[src/hdl/lfoss_pkg.sv]
package lfoss_pkg;

    localparam int PHASE_W = 24;
    localparam int COUNT_W = 16;
    localparam int LEVEL_W = 4;
    localparam int OUT_W   = 9;
    localparam int DIV_CNT_W = 5;

    localparam logic [1:0] OP_TICK  = 2'd0;
    localparam logic [1:0] OP_SYNC  = 2'd1;
    localparam logic [1:0] OP_NOTE  = 2'd2;
    localparam logic [1:0] OP_RATE  = 2'd3;

    localparam logic [2:0] MODE_INTERNAL = 3'd0;
    localparam logic [2:0] MODE_DIV4     = 3'd1;
    localparam logic [2:0] MODE_DIV2     = 3'd2;
    localparam logic [2:0] MODE_X1       = 3'd3;
    localparam logic [2:0] MODE_X2       = 3'd4;
    localparam logic [2:0] MODE_X4       = 3'd5;

    localparam logic [1:0] REG_CLOCK_MODE  = 2'd0;
    localparam logic [1:0] REG_TEMPO       = 2'd1;
    localparam logic [1:0] REG_GATE_LENGTH = 2'd2;
    localparam logic [1:0] REG_STEP_LEVELS = 2'd3;

    localparam logic [COUNT_W-1:0] TEMPO_DIVISOR = 16'd15;
    localparam logic [5:0] GATE_OPEN = 6'd32;

    function automatic logic [OUT_W-1:0] exp_value(input logic [LEVEL_W-1:0] lvl);
        logic [OUT_W-1:0] v;
        case (lvl)
            4'd0:    v = 9'd0;
            4'd1:    v = 9'd15;
            4'd2:    v = 9'd31;
            4'd3:    v = 9'd48;
            4'd4:    v = 9'd67;
            4'd5:    v = 9'd86;
            4'd6:    v = 9'd106;
            4'd7:    v = 9'd128;
            4'd8:    v = 9'd150;
            4'd9:    v = 9'd175;
            4'd10:   v = 9'd200;
            4'd11:   v = 9'd227;
            4'd12:   v = 9'd256;
            4'd13:   v = 9'd286;
            4'd14:   v = 9'd319;
            default: v = 9'd353;
        endcase
        return v;
    endfunction

    function automatic logic [PHASE_W-1:0] sync_dividend(input logic [2:0] mode);
        logic [PHASE_W-1:0] v;
        case (mode)
            MODE_DIV4: v = 24'h07ffff;
            MODE_DIV2: v = 24'h0fffff;
            MODE_X1:   v = 24'h1fffff;
            MODE_X2:   v = 24'h3fffff;
            MODE_X4:   v = 24'h7fffff;
            default:   v = 24'h000000;
        endcase
        return v;
    endfunction

endpackage

[src/hdl/lfoss_in_if.sv]
interface lfoss_in_if
    import lfoss_pkg::*;
();
    logic               valid;
    logic               ready;
    logic [1:0]         opcode;
    logic signed [15:0] gate_mod;
    logic [15:0]        song_position;
    logic               compute_step;
    logic [2:0]         knob_index;

    modport source (output valid, opcode, gate_mod, song_position, compute_step,
                    knob_index, input ready);
    modport sink (input valid, opcode, gate_mod, song_position, compute_step,
                  knob_index, output ready);
endinterface

[src/hdl/lfoss_out_if.sv]
interface lfoss_out_if
    import lfoss_pkg::*;
();
    logic             valid;
    logic             ready;
    logic [OUT_W-1:0] level;
    logic             gate_closed;

    modport source (output valid, level, gate_closed, input ready);
    modport sink (input valid, level, gate_closed, output ready);
endinterface

[src/hdl/lfo_step_sequencer.sv]
// Flow: a tick passes S_EXEC, S_GATE, S_SLEW and S_DONE; note on, ignored items and rate
// update without a division pass S_EXEC and S_DONE; clock sync without a division adds
// S_SYNC; rate update with a division adds S_DIV, and clock sync with one adds S_DIV
// before S_SYNC (24 steps of the shared divider). Throughput: one item at a time; ready
// returns as the result enters the output register, which holds it until taken.
// Reset: rst_n async low clears FSM and phase state to zero and config to defaults.
module lfo_step_sequencer
    import lfoss_pkg::*;
(
    input  logic        clk,
    input  logic        rst_n,
    input  logic        cfg_we,
    input  logic [1:0]  cfg_index,
    input  logic [63:0] cfg_data,
    lfoss_in_if.sink    in_ch,
    lfoss_out_if.source out_ch
);

    typedef enum logic [6:0] {
        S_IDLE = 7'b0000001,
        S_EXEC = 7'b0000010,
        S_GATE = 7'b0000100,
        S_SLEW = 7'b0001000,
        S_DIV  = 7'b0010000,
        S_SYNC = 7'b0100000,
        S_DONE = 7'b1000000
    } state_t;

    state_t state_reg, state_next;

    logic [2:0]  clock_mode_reg;
    logic [7:0]  tempo_reg;
    logic [5:0]  gate_length_reg;
    logic [63:0] step_levels_reg;

    logic [PHASE_W-1:0] phase_reg, phase_next;
    logic [PHASE_W-1:0] phase_step_reg, phase_step_next;
    logic [COUNT_W-1:0] tick_count_reg, tick_count_next;
    logic               gated_reg, gated_next;
    logic [LEVEL_W-1:0] target_reg, target_next;
    logic [LEVEL_W-1:0] current_reg, current_next;

    logic [1:0]  op_reg;
    logic [8:0]  mod_reg;
    logic [15:0] sp_reg;
    logic        compute_reg;
    logic [2:0]  knob_reg;

    logic [COUNT_W-1:0]   rem_reg, rem_next;
    logic [PHASE_W-1:0]   quo_reg, quo_next;
    logic [COUNT_W-1:0]   divisor_reg, divisor_next;
    logic [DIV_CNT_W-1:0] div_cnt_reg, div_cnt_next;

    logic             out_valid_reg, out_valid_next;
    logic [OUT_W-1:0] out_level_reg, out_level_next;
    logic             out_gate_reg, out_gate_next;

    logic               accept;
    logic               sync_ok;
    logic               rate_ok;
    logic signed [9:0]  gsum;
    logic [19:0]        edge_pos;
    logic [LEVEL_W-1:0] step_level;
    logic [COUNT_W:0]   trial;
    logic [COUNT_W:0]   rem_shift;

    assign in_ch.ready     = (state_reg == S_IDLE);
    assign accept          = in_ch.valid && in_ch.ready;
    assign out_ch.valid    = out_valid_reg;
    assign out_ch.level    = out_level_reg;
    assign out_ch.gate_closed = out_gate_reg;

    assign sync_ok = (clock_mode_reg >= MODE_DIV4) && (clock_mode_reg <= MODE_X4) && !sp_reg[0];
    assign rate_ok = (knob_reg < 3'd2) && (clock_mode_reg == MODE_INTERNAL);

    assign gsum       = $signed({4'b0000, gate_length_reg}) + $signed({mod_reg[8], mod_reg});
    assign edge_pos   = {gsum[4:0], 15'b0};
    assign step_level = step_levels_reg[{phase_reg[23:20], 2'b00} +: LEVEL_W];

    assign rem_shift = {rem_reg, quo_reg[PHASE_W-1]};
    assign trial     = rem_shift - {1'b0, divisor_reg};

    always_comb
    begin
        state_next      = state_reg;
        phase_next      = phase_reg;
        phase_step_next = phase_step_reg;
        tick_count_next = tick_count_reg;
        gated_next      = gated_reg;
        target_next     = target_reg;
        current_next    = current_reg;
        rem_next        = rem_reg;
        quo_next        = quo_reg;
        divisor_next    = divisor_reg;
        div_cnt_next    = div_cnt_reg;
        out_valid_next  = out_valid_reg;
        out_level_next  = out_level_reg;
        out_gate_next   = out_gate_reg;

        if (out_valid_reg && out_ch.ready)
        begin
            out_valid_next = 1'b0;
        end

        case (state_reg)
            S_IDLE:
            begin
                if (accept)
                begin
                    state_next = S_EXEC;
                end
            end
            S_EXEC:
            begin
                state_next = S_DONE;
                case (op_reg)
                    OP_TICK:
                    begin
                        if (tick_count_reg != {COUNT_W{1'b1}})
                        begin
                            tick_count_next = tick_count_reg + COUNT_W'(1);
                        end
                        phase_next = phase_reg + phase_step_reg;
                        state_next = S_GATE;
                    end
                    OP_SYNC:
                    begin
                        if (sync_ok)
                        begin
                            if (compute_reg && (tick_count_reg != '0))
                            begin
                                rem_next     = '0;
                                quo_next     = sync_dividend(clock_mode_reg);
                                divisor_next = tick_count_reg;
                                div_cnt_next = '0;
                                state_next   = S_DIV;
                            end
                            else
                            begin
                                state_next = S_SYNC;
                            end
                        end
                    end
                    OP_NOTE:
                    begin
                        if (clock_mode_reg == MODE_INTERNAL)
                        begin
                            phase_next  = '0;
                            target_next = step_levels_reg[LEVEL_W-1:0];
                        end
                    end
                    default:
                    begin
                        if (rate_ok)
                        begin
                            rem_next     = '0;
                            quo_next     = {6'b0, tempo_reg, 10'b0};
                            divisor_next = TEMPO_DIVISOR;
                            div_cnt_next = '0;
                            state_next   = S_DIV;
                        end
                    end
                endcase
            end
            S_DIV:
            begin
                if (!trial[COUNT_W])
                begin
                    rem_next = trial[COUNT_W-1:0];
                    quo_next = {quo_reg[PHASE_W-2:0], 1'b1};
                end
                else
                begin
                    rem_next = rem_shift[COUNT_W-1:0];
                    quo_next = {quo_reg[PHASE_W-2:0], 1'b0};
                end
                div_cnt_next = div_cnt_reg + DIV_CNT_W'(1);
                if (div_cnt_reg == DIV_CNT_W'(PHASE_W - 1))
                begin
                    phase_step_next = quo_next;
                    if (op_reg == OP_SYNC)
                    begin
                        tick_count_next = '0;
                        state_next      = S_SYNC;
                    end
                    else
                    begin
                        state_next = S_DONE;
                    end
                end
            end
            S_SYNC:
            begin
                case (clock_mode_reg)
                    MODE_DIV4:
                    begin
                        if (sp_reg[1:0] == 2'b00)
                        begin
                            phase_next = {sp_reg[5:2], 20'b0};
                        end
                        else
                        begin
                            phase_next = {sp_reg[5:2], phase_reg[19:0]};
                        end
                    end
                    MODE_DIV2: phase_next = {sp_reg[4:1], 20'b0};
                    MODE_X1:   phase_next = {sp_reg[3:0], 20'b0};
                    MODE_X2:   phase_next = {sp_reg[2:0], 1'b0, 20'b0};
                    default:   phase_next = {sp_reg[1:0], 2'b00, 20'b0};
                endcase
                state_next = S_DONE;
            end
            S_GATE:
            begin
                if (gsum <= 10'sd0)
                begin
                    target_next = '0;
                end
                else if (gsum < $signed({4'b0000, GATE_OPEN}))
                begin
                    if (!gated_reg && (phase_reg[19:0] >= edge_pos))
                    begin
                        target_next = '0;
                        gated_next  = 1'b1;
                    end
                    else if (gated_reg && (phase_reg[19:0] < edge_pos))
                    begin
                        target_next = step_level;
                        gated_next  = 1'b0;
                    end
                end
                else
                begin
                    target_next = step_level;
                end
                state_next = S_SLEW;
            end
            S_SLEW:
            begin
                if (current_reg < target_reg)
                begin
                    current_next = current_reg + LEVEL_W'(1);
                end
                else if (current_reg > target_reg)
                begin
                    current_next = current_reg - LEVEL_W'(1);
                end
                state_next = S_DONE;
            end
            S_DONE:
            begin
                if (!out_valid_reg || out_ch.ready)
                begin
                    out_valid_next = 1'b1;
                    out_level_next = exp_value(current_reg);
                    out_gate_next  = gated_reg;
                    state_next     = S_IDLE;
                end
            end
            default:
            begin
                state_next = S_IDLE;
            end
        endcase
    end

    always_ff @(posedge clk or negedge rst_n)
    begin
        if (!rst_n)
        begin
            state_reg       <= S_IDLE;
            clock_mode_reg  <= MODE_INTERNAL;
            tempo_reg       <= 8'd120;
            gate_length_reg <= GATE_OPEN;
            step_levels_reg <= '0;
            phase_reg       <= '0;
            phase_step_reg  <= '0;
            tick_count_reg  <= '0;
            gated_reg       <= 1'b0;
            target_reg      <= '0;
            current_reg     <= '0;
            div_cnt_reg     <= '0;
            out_valid_reg   <= 1'b0;
        end
        else
        begin
            state_reg      <= state_next;
            phase_reg      <= phase_next;
            phase_step_reg <= phase_step_next;
            tick_count_reg <= tick_count_next;
            gated_reg      <= gated_next;
            target_reg     <= target_next;
            current_reg    <= current_next;
            div_cnt_reg    <= div_cnt_next;
            out_valid_reg  <= out_valid_next;
            if (cfg_we)
            begin
                case (cfg_index)
                    REG_CLOCK_MODE:  clock_mode_reg  <= cfg_data[2:0];
                    REG_TEMPO:       tempo_reg       <= cfg_data[7:0];
                    REG_GATE_LENGTH: gate_length_reg <= cfg_data[5:0];
                    default:         step_levels_reg <= cfg_data;
                endcase
            end
        end
    end

    always_ff @(posedge clk)
    begin
        rem_reg       <= rem_next;
        quo_reg       <= quo_next;
        divisor_reg   <= divisor_next;
        out_level_reg <= out_level_next;
        out_gate_reg  <= out_gate_next;
        if (accept)
        begin
            op_reg      <= in_ch.opcode;
            mod_reg     <= in_ch.gate_mod[15:7];
            sp_reg      <= in_ch.song_position;
            compute_reg <= in_ch.compute_step;
            knob_reg    <= in_ch.knob_index;
        end
    end

endmodule
[src/flat_wrapper.sv]
// flat-port wrapper written by rule: the top's interface ports become plain ports
module lfo_step_sequencer_flat import lfoss_pkg::*;
  (clk, rst_n, cfg_we, cfg_index, cfg_data, in_ch_valid, in_ch_opcode, in_ch_gate_mod, in_ch_song_position, in_ch_compute_step, in_ch_knob_index, in_ch_ready, out_ch_valid, out_ch_level, out_ch_gate_closed, out_ch_ready);
  lfoss_in_if in_ch_i ();
  lfoss_out_if out_ch_i ();
  input  logic clk;
  input  logic rst_n;
  input  logic cfg_we;
  input  logic [1:0] cfg_index;
  input  logic [63:0] cfg_data;
  input wire logic [$bits(in_ch_i.valid)-1:0] in_ch_valid;
  input wire logic [$bits(in_ch_i.opcode)-1:0] in_ch_opcode;
  input wire logic [$bits(in_ch_i.gate_mod)-1:0] in_ch_gate_mod;
  input wire logic [$bits(in_ch_i.song_position)-1:0] in_ch_song_position;
  input wire logic [$bits(in_ch_i.compute_step)-1:0] in_ch_compute_step;
  input wire logic [$bits(in_ch_i.knob_index)-1:0] in_ch_knob_index;
  output wire logic [$bits(in_ch_i.ready)-1:0] in_ch_ready;
  output wire logic [$bits(out_ch_i.valid)-1:0] out_ch_valid;
  output wire logic [$bits(out_ch_i.level)-1:0] out_ch_level;
  output wire logic [$bits(out_ch_i.gate_closed)-1:0] out_ch_gate_closed;
  input wire logic [$bits(out_ch_i.ready)-1:0] out_ch_ready;
  assign in_ch_i.valid = in_ch_valid;
  assign in_ch_i.opcode = in_ch_opcode;
  assign in_ch_i.gate_mod = in_ch_gate_mod;
  assign in_ch_i.song_position = in_ch_song_position;
  assign in_ch_i.compute_step = in_ch_compute_step;
  assign in_ch_i.knob_index = in_ch_knob_index;
  assign in_ch_ready = in_ch_i.ready;
  assign out_ch_valid = out_ch_i.valid;
  assign out_ch_level = out_ch_i.level;
  assign out_ch_gate_closed = out_ch_i.gate_closed;
  assign out_ch_i.ready = out_ch_ready;
  lfo_step_sequencer u_core (.clk(clk), .rst_n(rst_n), .cfg_we(cfg_we), .cfg_index(cfg_index), .cfg_data(cfg_data), .in_ch(in_ch_i), .out_ch(out_ch_i));
endmodule
[config.mk]
export PLATFORM = sky130hd
export DESIGN_NAME = lfo_step_sequencer_flat
export DESIGN_NICKNAME = d
export VERILOG_FILES = /design/src/hdl/lfoss_pkg.sv /design/src/hdl/lfoss_in_if.sv /design/src/hdl/lfoss_out_if.sv /design/src/hdl/lfo_step_sequencer.sv /design/src/flat_wrapper.sv
export SDC_FILE = /design/constraint.sdc
export NUM_CORES = 1
export LEC_CHECK = 0
export BUFFER_PORTS_ARGS = -buffer_cell sky130_fd_sc_hd__buf_2
export CORE_MARGIN = 2
export CORE_UTILIZATION = 62
export CTS_BUF_LIST = sky130_fd_sc_hd__clkbuf_4 sky130_fd_sc_hd__clkbuf_8
export DETAILED_ROUTE_END_ITERATION = 16
export PLACE_DENSITY = 0.83
export REMOVE_ABC_BUFFERS = 1
export SYNTH_ARGS = -nofsm -noshare
export SYNTH_HDL_FRONTEND = slang
export SYNTH_SLANG_ARGS = --single-unit
[constraint.sdc]
create_clock -name clk -period 4 [get_ports clk]
set_input_delay 0.2 -clock clk [delete_from_list [all_inputs] [get_ports clk]]
set_output_delay 0.2 -clock clk [all_outputs]
set_load 0.1 [all_outputs]
After elaboration in Yosys (flattened, before gate mapping)
Memory sizes are Yosys's and may differ from the RTL's. A register that Yosys moved wholly into a read port is not among the register bits.
Cells that the tools add are included.
{"block": "totals", "reg_bits": 245, "n_memories": 1, "output_inout_bits": 12, "mem_bits_ro": 144, "inputBits": 109}
{"block": "op_classes", "n_shift": 1, "n_reduce_logical": 41, "add_sub_neg": 7, "n_mux": 55, "n_bitwise": 3, "magnitude_cmp": 9, "n_eq_ne": 36}
{"memory": "(no name shown)", "depth": 16, "word_bits": 9, "read_ports": 1, "rd_ports_with_merged_regs": 1, "wr": 0, "line_no": "lfoss_pkg.sv:31", "rtl": "case (lvl)"}
{"cell": "$pmux W24 S2", "n": 4}
{"cell": "$mux W16", "n": 11}
{"cell": "$pmux W16 S2", "n": 4}
{"cell": "$pmux W23 S5", "n": 1}
{"cell": "$mux W24", "n": 4}
{"cell": "$pmux W24 S4", "n": 1}
{"cell": "$shiftx A64 B7 Y4", "n": 1}
{"cell": "$mux W7", "n": 6}
{"cell": "$pmux W7 S6", "n": 1}
{"cell": "$mux W4", "n": 8}
{"cell": "$add A24 B24 Y24", "n": 1}
{"cell": "$pmux W7 S3", "n": 1}
{"cell": "$ge A20 B20 Y1", "n": 1}
{"cell": "$lt A20 B20 Y1", "n": 1}
{"cell": "$mux W20", "n": 1}
{"cell": "$pmux W5 S2", "n": 2}
{"cell": "$ne A2 B1 Y1 const B", "n": 9}
{"cell": "$sub A17 B16 Y17", "n": 1}
{"cell": "$add A16 B1 Y16 const B", "n": 1}
{"cell": "$ne A16 B16 Y1 const B", "n": 1}
{"cell": "$reduce_bool A16 Y1", "n": 1}
{"cell": "$mux W5", "n": 3}
{"cell": "$reduce_and A5 Y1", "n": 3}
{"cell": "$reduce_and A2 Y1", "n": 7}
{"cell": "42 further kinds", "n": 78}

Depth between registers and ports, before layout
{"block": "depth", "depth_word": 8, "ltp_mapped": 14, "ltp_nobuf": 14}

Least setup slack after synthesis
OpenSTA, ideal clock, no wires.
{"block": "synth_path", "kind": "reg-to-reg", "from": "register u_core.mod_reg[1]", "to": "register u_core.target_reg[0]", "synth_period_minus_slack_ns": 3.218, "setup_slack_ns": 0.782, "path_buffers": 0, "path_stages_with_launch": 12, "arrival_time_ns": 3.093, "path_cell_list": "edfxtp_1 -> ha_1 -> a21o_1 -> a21oi_1 -> xnor2_1 -> ha_1 -> nor4b_1 -> nand3_1 -> o311ai_1 -> mux2i_1 -> a222oi_1 -> mux2_2"}
{"block": "synth_via", "elab_chain_cells": 7, "elab_cells_between_ends": 13}
{"element": "from (decl)", "line_no": "lfo_step_sequencer.sv:44", "rtl": "logic [8:0] mod_reg;"}
{"element": "from (signal assigned)", "line_no": "lfo_step_sequencer.sv:318", "rtl": "mod_reg <= in_ch.gate_mod[15:7];"}
{"element": "$add A7 B9 Y10 *", "line_no": "lfo_step_sequencer.sv:76", "rtl": "assign gsum = $signed({4'b0000, gate_length_reg}) + $signed({mod_reg[8], mod_reg});"}
{"element": "$ge A20 B20 Y1", "line_no": "lfo_step_sequencer.sv:221", "rtl": "if (!gated_reg && (phase_reg[19:0] >= edge_pos))"}
{"element": "$logic_and A1 B1 Y1", "line_no": "lfo_step_sequencer.sv:221"}
{"element": "$mux W4", "line_no": "lfo_step_sequencer.sv:221"}
{"element": "$mux W4", "line_no": "lfo_step_sequencer.sv:219", "rtl": "else if (gsum < $signed({4'b0000, GATE_OPEN}))"}
{"element": "$mux W4", "line_no": "lfo_step_sequencer.sv:215", "rtl": "if (gsum <= 10'sd0)"}
{"element": "$pmux W4 S2", "line_no": "lfo_step_sequencer.sv:105", "rtl": "case (state_reg)"}
{"element": "to (signal assigned)", "line_no": "lfo_step_sequencer.sv:292", "rtl": "target_reg <= target_next;"}
{"element": "to (decl)", "line_no": "lfo_step_sequencer.sv:40", "rtl": "logic [LEVEL_W-1:0] target_reg, target_next;"}
Every way passes the cells marked *; elsewhere a longest branch is shown, timed or not.
A chain may end at the register's enable or synchronous reset.

Worst setup path in the final report
{"block": "layout_path", "from": "register u_core.gate_length_reg[0]", "to": "register u_core.target_reg[0]"}
{"block": "layout_via", "elab_chain_cells": 7, "elab_cells_between_ends": 13}
{"element": "from (decl)", "line_no": "lfo_step_sequencer.sv:33", "rtl": "logic [5:0] gate_length_reg;"}
{"element": "from (signal assigned)", "line_no": "lfo_step_sequencer.sv:301", "rtl": "REG_GATE_LENGTH: gate_length_reg <= cfg_data[5:0];"}
{"element": "$add A7 B9 Y10 *", "line_no": "lfo_step_sequencer.sv:76"}
{"element": "$ge A20 B20 Y1", "line_no": "lfo_step_sequencer.sv:221"}
{"element": "$logic_and A1 B1 Y1", "line_no": "lfo_step_sequencer.sv:221"}
{"element": "$mux W4", "line_no": "lfo_step_sequencer.sv:221"}
{"element": "$mux W4", "line_no": "lfo_step_sequencer.sv:219"}
{"element": "$mux W4", "line_no": "lfo_step_sequencer.sv:215"}
{"element": "$pmux W4 S2", "line_no": "lfo_step_sequencer.sv:105"}
Marked as above.

==> run metrics <==
P&R area growth vs syn=18.7%; nets=1,585; # port buffers=slightly above 100; setup slack at placement=between 0.2 and 0.3 ns; post_cts resized=0; core area=roughly 0.022 sq mm; DIE WIDTH=roughly 150 um; worst hold path type=input port to register; number of buffers created by CTS=42; final worst-path cycle share=between 90 and 100%; Final Hold Fails=0; Mean Syn Cell Area=between 10 and 15 sq um; WS Path Type=register to register; CP arrival=4.10 ns; Worst R2R End=u_core.target_reg[0]; Tot Pwr=around 7.3 mW; via count=approximately 11k; Reg clk slew, reported paths=~0.060 ns; Ports=121; maximum number of pins on one net before global-route repair=90; setup TNS=0 ns; YS warnings=0; initial antenna violation count=1; CTS Sinks=253; post-synthesis sequential area ratio=50.0%; Synth Flop Type=dfrtp_1; Rel. slew slack=22.8%; status=complete, no violations; CTS H-tree lvls=2; initial core utilization=a little over three fifths; Root Buffer=clkbuf_8; Clock Latency Late Sink=around 0.56 ns; TritonCTS clock tree=done; Final min period=3.69 ns; CP Cell Sequence=ha_1 > inv_1 > fa_1 > nor2b_1 > o21a_1 > o21ai_0 > nand2_1 > ha_1 > nand4b_1 > o311ai_1 > mux2i_1 > a222oi_1 > buf_4 > mux2_2; Die Area=approximately 0.023 sq mm; placed insts=~1.6k; Worst Setup End Kind=register; Placer Congestion=about 0.86; Initial DRC Count=between 1k and 1.5k; Fin Clk Skew=between 0.02 and 0.03 ns; Synth Register Bits=253; HPWL after detailed placement=between 20,000 and 25,000 um; launch point of the worst path=u_core.gate_length_reg[0]; DRC violations left=0; Worst Path Buf+Inv=2; WP data required=4.41 ns; first-pass GRT wire length=between 50,000 and 60,000 um; routed len/inst=around 22 um; routed wire length=roughly 37,000 um; vias per std cell=approximately 6.3; synth top area cells=dfrtp_1 30%, edfxtp_1 19%, mux2_2 7.4%; Post-synth EDFFs=86; reg-to-reg slack, setup=between 0.3 and 0.4 ns; Fmax=0.271 GHz; Post-Route Utilization=74.3%; peak supply drop=0.408 mV; max FFs per register=64; Synth Cell Area=roughly 0.014 sq mm; number of global-route vias before repair=10.9k; deepest clock path buffer count=3; setup ws final=between 0.3 and 0.4 ns; Max stage delay cell, worst path=o311ai_1; leakage=~7.4 nW; total track usage=between 30% and 40%; fraction of layout cells with a size suffix above 1=22.6%; Final Max Slew Viols=0; Synth cell types=74; Post-DRT Antenna Nets=0; fraction of registers with async set/reset=66.0%; crit-path max FO=4; CP startpoint kind=register; drt first pass iters=6; die height=152 um; placement row count=between 50 and 60; worst r2r src=u_core.gate_length_reg[0]; top cell type's share of synthesized area=just under 30%; critical path's top delay family=compound AO/OA/AOI/OAI gates; P per Cell Area=~450 mW/mm^2; Post-Layout Cell Count=1,721; CP endpoint=u_core.target_reg[0]; Worst Reg-to-Reg Cells=14; RSZ-0062 raised after global routing=no; Crit path depth=14; Final setup viols=0; Max Cap Viol=0; critical path's most frequent cell=ha_1; CP peak stage delay=0.49 ns; grt ovf=0; Yosys top cell by area=dfrtp_1; worst-margin pin slew=1.15 ns; Cells after Synth=1,205
synthesized netlist by cell type (7+ instances only):
master / n
nand2_1: 166
dfrtp_1: 161
mux2_2: 89
edfxtp_1: 86
nor2_1: 65
ha_1: 64
inv_1: 55
o21ai_0: 54
a21oi_1: 50
a21o_1: 36
clkbuf_1: 34
xnor2_1: 24
xor2_1: 23
mux4_2: 22
and2_1: 21
mux2i_1: 20
nand3_1: 20
nor3_1: 14
a31oi_1: 13
o21a_1: 13
nor2b_1: 12
nand2b_1: 11
or3_1: 11
o31ai_1: 10
nand3b_1: 8
a211oi_1: 7
and3_1: 7
worst min-delay path by stage:
stage | cells past startpoint | from | to | slack (ns)
finish | 3 | cfg_index[0] | u_core.clock_mode_reg[0] | 0.12
global route | 3 | cfg_index[0] | u_core.clock_mode_reg[0] | 0.13
CTS | 2 | cfg_data[1] | u_core.clock_mode_reg[1] | 0.003
detailed placement | 1 | rst_n | u_core.tick_count_reg[5] | 0.34
global placement | 1 | rst_n | u_core.tick_count_reg[5] | 0.34
floorplan | 0 | rst_n | u_core.clock_mode_reg[0] | -0.1
metrics by stage:
step	hold slack [ns]	area, sq um
finish	0.117	16100
detailed placement	0.336	14300
floorplan	-0.0956	13300
global placement	0.336	14300
global route	0.134	16100
CTS	0.00275	16000
layout by cell type (no fill, tap or decap), drive strengths merged, types with 51 or more instances in the layout:
cell         count
a21oi           51
buf            114
clkbuf          70
dfrtp          161
dlygate4sd3     87
edfxtp          86
ha              64
inv             55
mux2            89
nand2          166
nor2            68
o21ai           56
cell type report:
cell class	instances	area (sq um)
repair buffers	201	1490
flip-flops and latches	253	6770
multi-input cells	855	6360
inverters	55	206
clock buffers	70	826
well taps	280	350
diodes	1	2.50
clock inverters	6	57.6
fillers	1343	5560
worst register-to-register path: cells and delay by family, from the launching register on:
| family | cells | cell delay (ns) |
|---|---|---|
| DFF | 1 | 0.39 |
| buffers and inverters | 2 | 0.28 |
| muxes | 2 | 0.51 |
| and+or+nand+nor | 3 | 0.34 |
| adders and majority gates | 3 | 0.74 |
| AOI/OAI and AO/OA | 4 | 1.29 |
metal layers:
layer	routed length (um)	GRT usage (%)	vias up
met4	2120	16.5	0
met5	0	0	-
met1	14100	40.0	5187
li1	-	-	4774
met2	18300	53.8	639
met3	2910	6.05	199
logic make-up (layout without fill, tap and decap cells):
group                    Yosys count  after routing  synth area share, %
multiplexers                     131            131                 12.5
adder cells (fa/ha/maj)           68             68                 6.51
other                              0              1                    0
buffers and inverters             97            332                 3.10
AND/OR/NAND/NOR                  375            375                 13.4
flip-flops                       253            253                 50.0
AO/OA/AOI/OAI                    234            234                 11.4
XOR/XNOR                          47             47                 3.04
report_power, final:
group | leakage, nW | internal (mW) | switching, mW | total (mW)
Sequential | 2.94 | 2.99 | 0.312 | 3.30
Combinational | 3.94 | 0.680 | 0.860 | 1.54
Clock | 0.468 | 1.36 | 1.08 | 2.44
Total | 7.35 | 5.03 | 2.25 | 7.28
timing repair:
action,CTS,global route
setup endpoints to repair,0,4
setup buffers,0,1
hold endpoints to repair,185,1
hold buffers,86,1
(Power assumes the default switching activity.)
